<file path="config.mk">
export PLATFORM = sky130hd
export DESIGN_NAME = length_prefixed_message_deframer
export DESIGN_NICKNAME = d
export VERILOG_FILES = /design/src/sv/lpmd_pkg.sv /design/src/sv/length_prefixed_message_deframer.sv /design/src/sv/lpmd_step.sv
export VERILOG_INCLUDE_DIRS = /design/src /design/src/sv
export SDC_FILE = /design/constraint.sdc
export NUM_CORES = 1
export LEC_CHECK = 0
export BUFFER_PORTS_ARGS = -buffer_cell sky130_fd_sc_hd__clkbuf_2
export CAP_MARGIN = 20
export CORE_MARGIN = 4
export CORE_UTILIZATION = 55
export CTS_BUF_LIST = sky130_fd_sc_hd__clkbuf_4
export DETAILED_ROUTE_END_ITERATION = 10
export PLACE_DENSITY = 0.76
export SYNTH_ARGS = -nofsm -noshare
export SYNTH_HDL_FRONTEND = slang
export SYNTH_SLANG_ARGS = --single-unit
</file>
<file path="constraint.sdc">
create_clock -name aclk -period 5.1 [get_ports aclk]
set_input_delay 0.255 -clock aclk [delete_from_list [all_inputs] [get_ports aclk]]
set_output_delay 0.255 -clock aclk [all_outputs]
set_load 0.005 [all_outputs]
</file>
<file path="src/sv/length_prefixed_message_deframer_assert.svh">
// Assertion macros for the length-prefixed message deframer.
`ifndef LENGTH_PREFIXED_MESSAGE_DEFRAMER_ASSERT_SVH
`define LENGTH_PREFIXED_MESSAGE_DEFRAMER_ASSERT_SVH

`ifndef SYNTHESIS

// Property must hold at every clock edge outside reset.
`define LPMD_ASSERT(lbl, clk, rstn, prop) \
    lbl: assert property (@(posedge clk) disable iff (!rstn) (prop)) \
        else $error("deframer assertion failed");

// Condition must never be seen outside reset.
`define LPMD_ASSERT_NEVER(lbl, clk, rstn, cond) \
    lbl: assert property (@(posedge clk) disable iff (!rstn) !(cond)) \
        else $error("deframer forbidden condition seen");

`else

`define LPMD_ASSERT(lbl, clk, rstn, prop)
`define LPMD_ASSERT_NEVER(lbl, clk, rstn, cond)

`endif

`endif

</file>
<file path="src/sv/lpmd_pkg.sv">
// Package: types, constants and type-letter decode for the deframer.
`default_nettype none

package lpmd_pkg;

    localparam int unsigned BYTE_W = 8;
    localparam int unsigned LEN_W  = 16;
    localparam int unsigned KIND_W = 5;

    localparam logic [KIND_W-1:0] KIND_UNKNOWN = 5'd20;

    // Framing phase
    typedef enum logic [1:0] {
        PH_LEN_HIGH = 2'd0,
        PH_LEN_LOW  = 2'd1,
        PH_PAYLOAD  = 2'd2
    } phase_t;

    // Framing state carried between items
    typedef struct packed {
        phase_t              phase;
        logic [BYTE_W-1:0]   length_high;
        logic [LEN_W-1:0]    current_length;
        logic [LEN_W-1:0]    payload_position;
        logic [KIND_W-1:0]   kind_held;
    } state_t;

    // One result item
    typedef struct packed {
        logic [BYTE_W-1:0]   payload_byte;
        logic [KIND_W-1:0]   message_kind;
        logic [LEN_W-1:0]    byte_offset;
        logic [LEN_W-1:0]    message_length;
        logic                first_flag;
        logic                last_flag;
    } result_t;

    // Type letter to kind code
    function automatic logic [KIND_W-1:0] letter_to_kind(input logic [BYTE_W-1:0] b);
        logic [KIND_W-1:0] k;
        case (b)
            8'h53:   k = 5'd0;   // S
            8'h52:   k = 5'd1;   // R
            8'h48:   k = 5'd2;   // H
            8'h59:   k = 5'd3;   // Y
            8'h4C:   k = 5'd4;   // L
            8'h56:   k = 5'd5;   // V
            8'h57:   k = 5'd6;   // W
            8'h4B:   k = 5'd7;   // K
            8'h41:   k = 5'd8;   // A
            8'h46:   k = 5'd9;   // F
            8'h45:   k = 5'd10;  // E
            8'h43:   k = 5'd11;  // C
            8'h58:   k = 5'd12;  // X
            8'h44:   k = 5'd13;  // D
            8'h55:   k = 5'd14;  // U
            8'h50:   k = 5'd15;  // P
            8'h51:   k = 5'd16;  // Q
            8'h42:   k = 5'd17;  // B
            8'h49:   k = 5'd18;  // I
            8'h4E:   k = 5'd19;  // N
            default: k = KIND_UNKNOWN;
        endcase
        return k;
    endfunction

endpackage

`default_nettype wire

</file>
<file path="src/sv/length_prefixed_message_deframer.sv">
// Top level of the length-prefixed message deframer.
// Takes one stream byte per item and accepts a new item every cycle under
// steady flow. Each message is a 2-byte big-endian length and then that many
// payload bytes; length bytes and zero-length prefixes give no result, and
// every payload byte gives one result item carrying its offset, the message
// length, first/last marks and the type code decoded from the first byte.
// An accepted byte sits in an input register, passes one level of framing
// logic and lands in the result register. Throughput is one byte per cycle,
// set by the framing state update; it drops only while the result register
// is held by m_ready low.
`default_nettype none

module length_prefixed_message_deframer (
    input  wire                             aclk,
    input  wire                             aresetn,
    input  wire                             s_valid,
    output logic                            s_ready,
    input  wire [lpmd_pkg::BYTE_W-1:0]      s_data_byte,
    output logic                            m_valid,
    input  wire                             m_ready,
    output logic [lpmd_pkg::BYTE_W-1:0]     m_payload_byte,
    output logic [lpmd_pkg::KIND_W-1:0]     m_message_kind,
    output logic [lpmd_pkg::LEN_W-1:0]      m_byte_offset,
    output logic [lpmd_pkg::LEN_W-1:0]      m_message_length,
    output logic                            m_first_flag,
    output logic                            m_last_flag
);

`include "length_prefixed_message_deframer_assert.svh"

    logic                        in_valid_reg;
    logic [lpmd_pkg::BYTE_W-1:0] in_byte_reg;
    lpmd_pkg::state_t            state_reg;
    lpmd_pkg::state_t            state_next;
    logic                        out_valid_reg;
    lpmd_pkg::result_t           out_reg;
    logic                        step_emit;
    lpmd_pkg::result_t           step_result;
    logic                        advance;

    lpmd_step u_step (
        .state_cur  (state_reg),
        .data_byte  (in_byte_reg),
        .state_next (state_next),
        .emit       (step_emit),
        .result     (step_result)
    );

    // Held byte moves on when it yields nothing or the result slot frees up
    assign advance = in_valid_reg && (!step_emit || !out_valid_reg || m_ready);
    assign s_ready = !in_valid_reg || advance;

    // Input register
    always_ff @(posedge aclk) begin
        if (!aresetn) begin
            in_valid_reg <= 1'b0;
        end else if (s_ready) begin
            in_valid_reg <= s_valid;
        end
    end

    always_ff @(posedge aclk) begin
        if (s_valid && s_ready) begin
            in_byte_reg <= s_data_byte;
        end
    end

    // Framing state
    always_ff @(posedge aclk) begin
        if (!aresetn) begin
            state_reg.phase            <= lpmd_pkg::PH_LEN_HIGH;
            state_reg.length_high      <= '0;
            state_reg.current_length   <= '0;
            state_reg.payload_position <= '0;
            state_reg.kind_held        <= '0;
        end else if (advance) begin
            state_reg <= state_next;
        end
    end

    // Result register
    always_ff @(posedge aclk) begin
        if (!aresetn) begin
            out_valid_reg <= 1'b0;
        end else if (advance && step_emit) begin
            out_valid_reg <= 1'b1;
        end else if (m_ready) begin
            out_valid_reg <= 1'b0;
        end
    end

    always_ff @(posedge aclk) begin
        if (advance && step_emit) begin
            out_reg <= step_result;
        end
    end

    assign m_valid          = out_valid_reg;
    assign m_payload_byte   = out_reg.payload_byte;
    assign m_message_kind   = out_reg.message_kind;
    assign m_byte_offset    = out_reg.byte_offset;
    assign m_message_length = out_reg.message_length;
    assign m_first_flag     = out_reg.first_flag;
    assign m_last_flag      = out_reg.last_flag;

    // Checks
    `LPMD_ASSERT(a_first_at_zero, aclk, aresetn,
        (m_valid && m_first_flag) |-> (m_byte_offset == '0))
    `LPMD_ASSERT(a_last_at_end, aclk, aresetn,
        (m_valid && m_last_flag) |-> ({1'b0, m_byte_offset} + 17'd1 == {1'b0, m_message_length}))
    `LPMD_ASSERT(a_offset_in_range, aclk, aresetn,
        m_valid |-> (m_byte_offset < m_message_length))
    `LPMD_ASSERT_NEVER(a_payload_len_zero, aclk, aresetn,
        (state_reg.phase == lpmd_pkg::PH_PAYLOAD) && (state_reg.current_length == '0))

endmodule

`default_nettype wire

</file>
<file path="src/sv/lpmd_step.sv">
// Per-byte framing step: next state and optional result for one stream byte.
`default_nettype none

module lpmd_step (
    input  wire lpmd_pkg::state_t          state_cur,
    input  wire [lpmd_pkg::BYTE_W-1:0]     data_byte,
    output lpmd_pkg::state_t               state_next,
    output logic                           emit,
    output lpmd_pkg::result_t              result
);

    logic [lpmd_pkg::LEN_W-1:0]  len;
    logic [lpmd_pkg::LEN_W:0]    pos_inc;
    logic                        first;
    logic                        last;
    logic [lpmd_pkg::KIND_W-1:0] kind;

    // Length assembly and position arithmetic
    always_comb begin
        len     = {state_cur.length_high, data_byte};
        pos_inc = {1'b0, state_cur.payload_position} + 17'd1;
        first   = (state_cur.payload_position == '0);
        last    = (pos_inc >= {1'b0, state_cur.current_length});
        kind    = first ? lpmd_pkg::letter_to_kind(data_byte) : state_cur.kind_held;
    end

    // Phase handling
    always_comb begin
        state_next = state_cur;
        emit       = 1'b0;

        result.payload_byte   = data_byte;
        result.message_kind   = kind;
        result.byte_offset    = state_cur.payload_position;
        result.message_length = state_cur.current_length;
        result.first_flag     = first;
        result.last_flag      = last;

        case (state_cur.phase)
            lpmd_pkg::PH_LEN_LOW: begin
                if (len == '0) begin
                    // empty message is dropped
                    state_next.phase = lpmd_pkg::PH_LEN_HIGH;
                end else begin
                    state_next.current_length   = len;
                    state_next.payload_position = '0;
                    state_next.phase            = lpmd_pkg::PH_PAYLOAD;
                end
            end
            lpmd_pkg::PH_PAYLOAD: begin
                if (state_cur.current_length == '0) begin
                    state_next.length_high = data_byte;
                    state_next.phase       = lpmd_pkg::PH_LEN_LOW;
                end else begin
                    emit                = 1'b1;
                    state_next.kind_held = kind;
                    if (last) begin
                        state_next.phase            = lpmd_pkg::PH_LEN_HIGH;
                        state_next.payload_position = '0;
                    end else begin
                        state_next.payload_position = pos_inc[lpmd_pkg::LEN_W-1:0];
                    end
                end
            end
            default: begin
                // high length byte, also the unused phase code
                state_next.length_high = data_byte;
                state_next.phase       = lpmd_pkg::PH_LEN_LOW;
            end
        endcase
    end

endmodule

`default_nettype wire
</file>
# ---- Word level (Yosys, flattened, before mapping)
# Index checks and enable logic that the tools add are counted.
dict set report word_totals {
  register_bits 104
  inputBits 12
  out_inout_bits 49
  elab_cells 80
}
dict set report classes {
  addsub 1
  n_lt_le_gt_ge 1
  eq_ne 26
  muxes 16
  n_bitwise 3
  reduce_logical 19
}
# operator n
set op_table {}
lappend op_table {{$eq A8 B7 Y1 const B} 20}
lappend op_table {{$pmux W5 S20} 1}
lappend op_table {{$logic_not A16 Y1} 3}
lappend op_table {{$mux W16} 2}
lappend op_table {{$pmux W16 S2} 1}
lappend op_table {{$mux W21} 1}
lappend op_table {{$add A16 B1 Y17 const B} 1}
lappend op_table {{$ge A17 B16 Y1} 1}
lappend op_table {{$pmux W8 S2} 1}
lappend op_table {{$reduce_and A3 Y1} 3}
lappend op_table {{$mux W8} 1}
lappend op_table {{$mux W2} 3}
lappend op_table {{$mux W5} 1}
lappend op_table {{$mux W1} 4}
lappend op_table {{$ne A2 B2 Y1 const B} 2}
lappend op_table {{$pmux W2 S2} 1}
lappend op_table {{$reduce_and A4 Y1} 1}
lappend op_table {{$reduce_bool A2 Y1} 2}
lappend op_table {{$logic_and A1 B1 Y1} 3}
lappend op_table {{$logic_not A1 Y1} 3}
lappend op_table {{$logic_or A1 B1 Y1} 3}
lappend op_table {{$ne A3 B1 Y1 const B} 1}
lappend op_table {{$not A1 Y1} 3}
lappend op_table {{$eq A2 B1 Y1 const B} 1}
lappend op_table {{other kinds (3)} 3}

# ---- Depth between registers and ports, before layout
# Gate-level depths: netlist of the first run.
dict set report depth {
  word_depth 9
  ltp_mapped 14
  depth_no_buf 12
}

# ---- By module
# From an unflattened synthesis of the first run, not the netlist that was laid out.
dict set report hier_totals {
  cells_unflattened 593
  area_unflattened_um2 5870.6
}
# mod instances cells_each area_each_um2 seq_area_each_um2
set modules_own_cells {}
lappend modules_own_cells {length_prefixed_message_deframer 1 270 3628.5 2632.5}
lappend modules_own_cells {lpmd_step 1 323 2242.2 0.0}

# ---- Worst setup path after synthesis of the first run
# OpenSTA, ideal clock, no wires.
dict set report synth_timing {
  path_type {register -> register}
  from {reg state_reg[7] (netlist name)}
  to {reg state_reg[19] (netlist name)}
  setup_time_ns 0.070
  arrival_ns 2.914
  required_time_ns 5.030
  setup_slack_ns 2.115
  stages_incl_launch_ff 15
  path_buffers 3
  synth_period_minus_slack_ns 2.985
  path_cell_list {dfxtp_1 buf_2 nand3_2 nor4_2 and3_1 xnor2_1 ha_1 nand3_1 nor4_1 a221o_1 nor4b_2 buf_4 buf_6 nand4_1 a21oi_1}
}
dict set report synth_via {
  elab_chain_len 5
}
# item line_no
set synth_lines {}
lappend synth_lines {{from (decl)} length_prefixed_message_deframer.sv:33} ;# lpmd_pkg::state_t state_reg;
lappend synth_lines {{from (signal assigned)} length_prefixed_message_deframer.sv:77} ;# state_reg <= state_next;
lappend synth_lines {{$add A16 B1 Y17 (*)} lpmd_step.sv:21} ;# pos_inc = {1'b0, state_cur.payload_position} + 17'd1;
lappend synth_lines {{$ge A17 B16 Y1} lpmd_step.sv:23} ;# last = (pos_inc >= {1'b0, state_cur.current_length});
lappend synth_lines {{$mux W16 (*)} lpmd_step.sv:57} ;# if (last) begin
lappend synth_lines {{$mux W21 (*)} lpmd_step.sv:51} ;# if (state_cur.current_length == '0) begin
lappend synth_lines {{$pmux W16 S2 (*)} lpmd_step.sv:39} ;# case (state_cur.phase)
# Every way passes the cells marked *; elsewhere a longest branch is shown, timed or not. The select of a mux whose other input is x is not followed.
# A chain may end at the register's enable or synchronous reset.

# ---- Final worst setup path of the first run
dict set report layout_timing {
  from {reg state_reg[7] (netlist name)}
  to {reg state_reg[16] (netlist name)}
}
# The elaborated chain is that of the path after synthesis.

==> results.py, run 1 <==
metrics = {
    "floorplanning": {
        "ios": 61,
        "initial_core_util_pct": 56.8,
        "fp.dieH_um": 103,
        "dieArea_mm2": 0.0106,
        "num_rows": 34,
        "core_mm2": 0.00876,
        "die_w_um": 103,
    },
    "timing": {
        "finClkSkew_ps": 14.9,
        "setup_tns_ps": 0,
        "fin_ws_ps": 1490,
        "slew_headroom_pct": 37.3,
        "rsz0062_at_grt": "no",
        "period_minus_slack_ps": 3610,
        "slew_viol_final": 0,
        "final_hold_viol_count": 0,
        "finalSetupViolCount": 0,
        "max_freq_ghz": 0.277,
        "tightestPinTransition_ps": 941,
        "post-route-period-util_pct": 70.7,
    },
    "clock_tree": {
        "cts_hold_buffers": 9,
        "cts_num_sinks": 104,
        "cts_resized": 0,
        "cts_tree": "built",
        "clk_latency_ps": 460,
        "clk_path_buf_depth": 2,
        "clk_pin_slew_ps": 170,
        "htree_levels": 3,
        "cts_buffers": 9,
        "post_cts_buffers": 0,
        "cts-root-buf": "clkbuf_4",
    },
    "synth": {
        "synth_top_area_share_pct": 33.2,
        "async_flop_share_pct": 0,
        "synth_nets": 508,
        "yosysUniqueCellTypes": 68,
        "synth.most_common_cell": "edfxtp_1",
        "yosys-top-cells-area": "edfxtp_1, dfxtp_1, ha_1, nand2_1, a21oi_1",
        "synth_top_area_cell": "edfxtp_1",
        "synth_cells": 476,
        "synth_warnings": 0,
        "yosys_register_bits": 104,
        "synth-edff-count": 55,
        "ys_seq_area_share_pct": 52.9,
        "synthesis.area_mm2": 0.00498,
        "synth_ff_type": "edfxtp_1",
        "avgSynthCellArea_um2": 10.5,
        "yosys-top-cells-count": "edfxtp_1, nand2_1, dfxtp_1",
    },
    "place": {
        "io_buffers": 60,
        "dp_cells": 618,
        "place.gp.congestion": 0.933,
        "dp_worst_setup_slack_ps": 1600,
        "dp_hpwl_um": 7530,
    },
    "global_routing": {
        "grt_pass1_vias": 3698,
        "grt_pass1_wl_um": 18100,
        "gr-total-overflow": 0,
        "antenna_found_initial": 0,
        "grt_start_max_net_pins": 48,
        "gr-usage-all-layers_pct": 21.8,
    },
    "power": {
        "p_leak_uw": 0.00206,
        "powerDensity_mw_per_mm2": 254,
        "vdd_ir_drop_max_uv": 139,
    },
    "worst_setup_path": {
        "crit_path_start_kind": "flip-flop",
        "required_ps": 5480,
        "crit_path_top_delay_cell": "dfxtp_1",
        "critPathMaxFanout": 20,
        "crit_path_end_kind": "flip-flop",
        "crit_path_start": "state_reg[7]",
        "path_cells": "nand3_2, nor4_2, and3_1, xnor2_1, ha_1, nand3_1, nor4_1, a221o_1, nor4b_2, buf_4, nand2_1, o311ai_1",
        "r2r_start": "state_reg[7]",
        "arrival_ps": 3990,
        "worstSetupPathType": "flip-flop to flip-flop",
        "slowest_delay_ps": 520,
    },
    "drt": {
        "ant_nets": 0,
        "post-route-drc-count": 0,
        "vias": 3911,
        "routed_wirelength_um": 11000,
        "dr.pass1.iters": 5,
        "wl_per_cell_um": 17.1,
        "drtIter0Drc": 363,
        "via_per_inst": 6.07,
    },
    "cells_and_area": {
        "diodes": 0,
        "syn2layout_area_growth_pct": 10.9,
        "layout-drive-gt1-share_pct": 19.4,
        "final_net_count": 563,
        "largest_reg_flops": 47,
        "finalNonFillerCells": 644,
    },
    "hold_path": {
        "min_from": "m_ready",
        "hp-class": "input port to flip-flop",
    },
    "job": {
        "max_cap_viol_count": 0,
    },
    "run_status": {
        "status": "completed",
    },
}
[through the flow]
stage	utilization (%)	total power (µW)	cell area, µm²	hold slack [ps]
floorplan	-	991	4980	354
global placement	60.3	1010	5290	432
detailed placement	60.3	1020	5290	434
CTS	62.8	1400	5500	97.2
global route	63.0	1450	5520	147
finish	63.0	1400	5520	115
[worst paths after layout]
kind	end	slack [ps]	cells past startpoint
setup / recovery	state_reg[16]	1490	12
hold / removal	in_valid_reg	120	3
hold reg to reg	state_reg[34]	500	2
setup reg to reg	state_reg[16]	1490	12
[cells by family (layout without fill, tap and decap cells)]
family / count (synthesis) / after routing / synth area share (%)
AOI/OAI and AO/OA: 106 / 106 / 13.6
and+or+nand+nor: 165 / 165 / 18.8
buffers and inverters: 57 / 117 / 5.33
xor gates and xnor gates: 14 / 14 / 2.46
DFF: 104 / 104 / 52.9
adders and majority gates: 21 / 21 / 5.22
muxes: 9 / 9 / 1.81
[report_power, final]
group	leakage (µW)	switching [µW]	total [µW]	internal, µW
logic	0.00106	57.9	95.6	37.8
registers	0.000932	22.6	912	889
clock network	0.0000656	288	394	106
[metal layers]
layer  GRT usage [%]  up-vias  share of wire (%)
li1                -     1853                  -
met2            34.7      167                 47
met1            30.0     1872                 44
met4            8.57        0                2.0
met3            3.45       19                6.2
met5               0        -                  0
[placed cells by master, fill, tap and decap left out, types with 4 or more instances in the layout]
master         Yosys  routed
o221ai_1           5       5
nand3_1           16      16
nor2_1            22      22
nor3_1             7       7
dfxtp_1           49      49
ha_1              20      20
nor4_2             5       5
nand4b_1           4       4
a21oi_1           32      32
nor4_1             4       4
inv_1             26      25
clkinv_4           0       4
dlygate4sd3_1      0       9
edfxtp_1          55      55
xnor2_1            8       8
clkbuf_2           0      60
nand2_1           53      53
nor2b_1            5       5
xor2_1             6       6
clkbuf_4           0       9
o21ai_0           28      28
a31oi_1            5       5
mux2i_1            9       9
nand4_1           21      21
[worst max-delay path, delay by kind of cell, from the launching register on]
kind | cells | cell delay [ps]
flops | 1 | 520
compound gates | 2 | 630
fa+ha+maj | 1 | 270
xor+xnor | 1 | 150
simple gates | 7 | 1650
buf+inv | 1 | 290
[area by class of cell]
| type | instances | area [µm²] |
|---|---|---|
| Fill cell | 709 | 3240 |
| Tap cell | 108 | 135 |
| Timing Repair Buffer | 73 | 433 |
| Sequential cell | 104 | 2630 |
| Clock inverter | 7 | 57.6 |
| Inverter | 28 | 105 |
| Multi-Input combinational cell | 315 | 2090 |
| Clock buffer | 9 | 67.6 |
(Power assumes the default switching activity.)
==> run 2: changes to the inputs <==
- ABC_AREA: unset -> 1
- clock period: 5.1 -> 3.6 ns (I/O delays scaled with it)
==> run 2 against run 1 <==
  * Utilization increased by 0.60 points
  * Sequential power increased by 41%
  * Setup slack got worse by 810 ps
  * Maximum frequency increased by 24%
  * Synthesized cell count increased by 23%
  * Clock-buffer cell count unchanged
  * Area after synthesis increased by 1.8%
  * Die area increased by 1.6%
  * Combinational power increased by 53%
  * Register-to-register slack got worse by 810 ps
  * Critical path type unchanged
  * Highest routed layer unchanged
==> results.py, run 2 <==
metrics = {
    "synth": {
        "synth_ff_type": "edfxtp_1",
        "synthesis.area_mm2": 0.00507,
        "synthAdderAreaFrac_pct": 4.94,
        "synth_top_area_share_pct": 32.6,
        "synth_top_family_by_area": "simple AND/OR/NAND/NOR gates",
        "yosysUniqueCellTypes": 40,
        "yosys-top-cells-area": "edfxtp_1, dfxtp_1, nand2_1, inv_1, nor2_1",
        "avgSynthCellArea_um2": 8.68,
        "synth_compound_area_share_pct": 9.80,
        "synth_warnings": 0,
        "async_flop_share_pct": 0,
        "synth-edff-count": 55,
        "yosys-top-cells-count": "nand2_1, inv_1, nor2_1",
        "synthMuxAreaShare_pct": 0,
        "ys_seq_area_share_pct": 51.9,
        "synthXorXnorAreaFrac_pct": 1.90,
        "synth_nets": 616,
        "yosys_register_bits": 104,
        "synth_cells": 584,
        "synth.most_common_cell": "nand2_1",
        "yosys.area_share.simple_pct": 22.7,
        "synth_top_area_cell": "edfxtp_1",
    },
    "worst_setup_path": {
        "arrival_ps": 3230,
        "critPathMaxFanout": 16,
        "crit_path_end_kind": "flip-flop",
        "required_ps": 3910,
        "crit_path_start_kind": "flip-flop",
        "worstSetupPathType": "flip-flop to flip-flop",
    },
    "timing": {
        "tightestPinTransition_ps": 943,
        "rsz0062_at_grt": "no",
        "finClkSkew_ps": 10.7,
        "post-route-period-util_pct": 80.9,
        "setup_tns_ps": 0,
        "finalSetupViolCount": 0,
        "final_hold_viol_count": 0,
        "slew_viol_final": 0,
        "period_minus_slack_ps": 2910,
        "max_freq_ghz": 0.343,
        "slew_headroom_pct": 37.1,
    },
    "drt": {
        "via_per_inst": 5.27,
        "dr.pass1.iters": 5,
        "drtIter0Drc": 221,
        "vias": 4033,
        "post-route-drc-count": 0,
        "wl_per_cell_um": 13.8,
        "ant_nets": 0,
        "routed_wirelength_um": 10500,
    },
    "global_routing": {
        "gr-usage-all-layers_pct": 20.2,
        "grt_pass1_wl_um": 17900,
        "grt_pass1_vias": 3860,
        "gr-total-overflow": 0,
        "use_met2_pct": 33.9,
        "met1_usage_pct": 25.6,
        "top_usage_layer": "met2",
        "grt_start_max_net_pins": 55,
        "antenna_found_initial": 0,
        "grt_use_met3_pct": 3.97,
    },
    "cells_and_area": {
        "layout_common_cells": "nand2_1, inv_1, nor2_1",
        "syn2layout_area_growth_pct": 11.0,
        "final_net_count": 684,
        "design_area_mm2": 0.00563,
        "post-route-util_pct": 63.6,
        "nFillCells": 752,
        "layout-drive-gt1-share_pct": 17.8,
        "diodes": 0,
        "layout_commonest_cell": "nand2_1",
        "largest_reg_flops": 47,
    },
    "place": {
        "dpl_cell_area_mm2": 0.00543,
        "dp_hpwl_um": 7640,
        "io_buffers": 60,
        "place.gp.congestion": 0.964,
    },
    "floorplanning": {
        "core_mm2": 0.00885,
        "initial_core_util_pct": 57.3,
        "dieArea_mm2": 0.0108,
        "num_rows": 34,
        "fp.dieH_um": 104,
        "ios": 61,
        "die_w_um": 104,
    },
    "clock_tree": {
        "cts-root-buf": "clkbuf_4",
        "cts_buffers": 9,
        "clk_path_buf_depth": 2,
        "clk_latency_ps": 450,
        "cts_tree": "built",
        "htree_levels": 3,
        "clk_pin_slew_ps": 160,
        "post_cts_buffers": 0,
        "cts_resized": 0,
        "cts_num_sinks": 104,
    },
    "power": {
        "vdd_ir_drop_max_uv": 237,
        "powerDensity_mw_per_mm2": 353,
        "power_uw": 1980,
        "p_leak_uw": 0.00238,
    },
    "run_status": {
        "status": "completed",
    },
    "hold_path": {
        "hp-class": "input port to flip-flop",
    },
    "job": {
        "max_cap_viol_count": 0,
    },
}
## run 2: kinds of logic after synthesis
logic type	Yosys count
AO/OA/AOI/OAI	89
adder cells (fa/ha/maj)	20
XOR/XNOR	11
AND/OR/NAND/NOR	258
flip-flops	104
buffers and inverters	102
## run 2: metrics by stage
step                setup WS (ps)  hold WS (ps)  std cells
finish                        688          23.3        765
global route                  346          11.9        765
CTS                           699         0.730        765
detailed placement            734           359        741
global placement              854           357        741
floorplan                     988           279        584
## run 2: final timing paths
path                 start                    to  slack, ps  cells after the start
min                s_valid          in_valid_reg         20                      3
min reg2reg  state_reg[32]  m_message_length[11]        450                      0
max reg2reg   state_reg[7]          state_reg[6]        690                     19
max           state_reg[7]          state_reg[6]        690                     19
## run 2: critical path: stages (launching register included)
cell and delay, ps:
dfxtp_1 480, nand3_1 160, nor2_1 190, nand2_1 120, nor2_2 150, nand2_1 90
xor2_1 240, inv_1 90, ha_1 290, nand2_1 50, inv_1 100, nand2_1 60
nor2_1 100, nand2_1 60, nand3_1 60, nand2_1 110, nand4_4 110, clkinv_4 160
nand2_1 120, a21oi_1 60
## run 2: timing repair
action,in CTS,in global routing
hold endpoints to repair,8,0
endpoints found under the setup margin,0,0
hold buffers,8,0
## run 2: power breakdown
part	switching [µW]	internal [µW]	total, µW
clock network	402	147	549
logic	96.2	49.9	146
registers	22.8	1270	1290
## run 2: per-layer routing
metal,vias up,share of wire (%)
met5,-,0
met4,0,2.6
met3,30,5.6
met2,145,48
met1,1832,44
li1,2026,-
## run 2: final cells by class
class,instances,area (µm²),area share (%)
clock inverter,7,53.8,0.956
clock buffer,9,67.6,1.20
tap,108,135,2.40
timing repair buffer,70,408,7.25
sequential,104,2630,46.8
inverter,89,339,6.02
multi-input combinational,378,1990,35.4
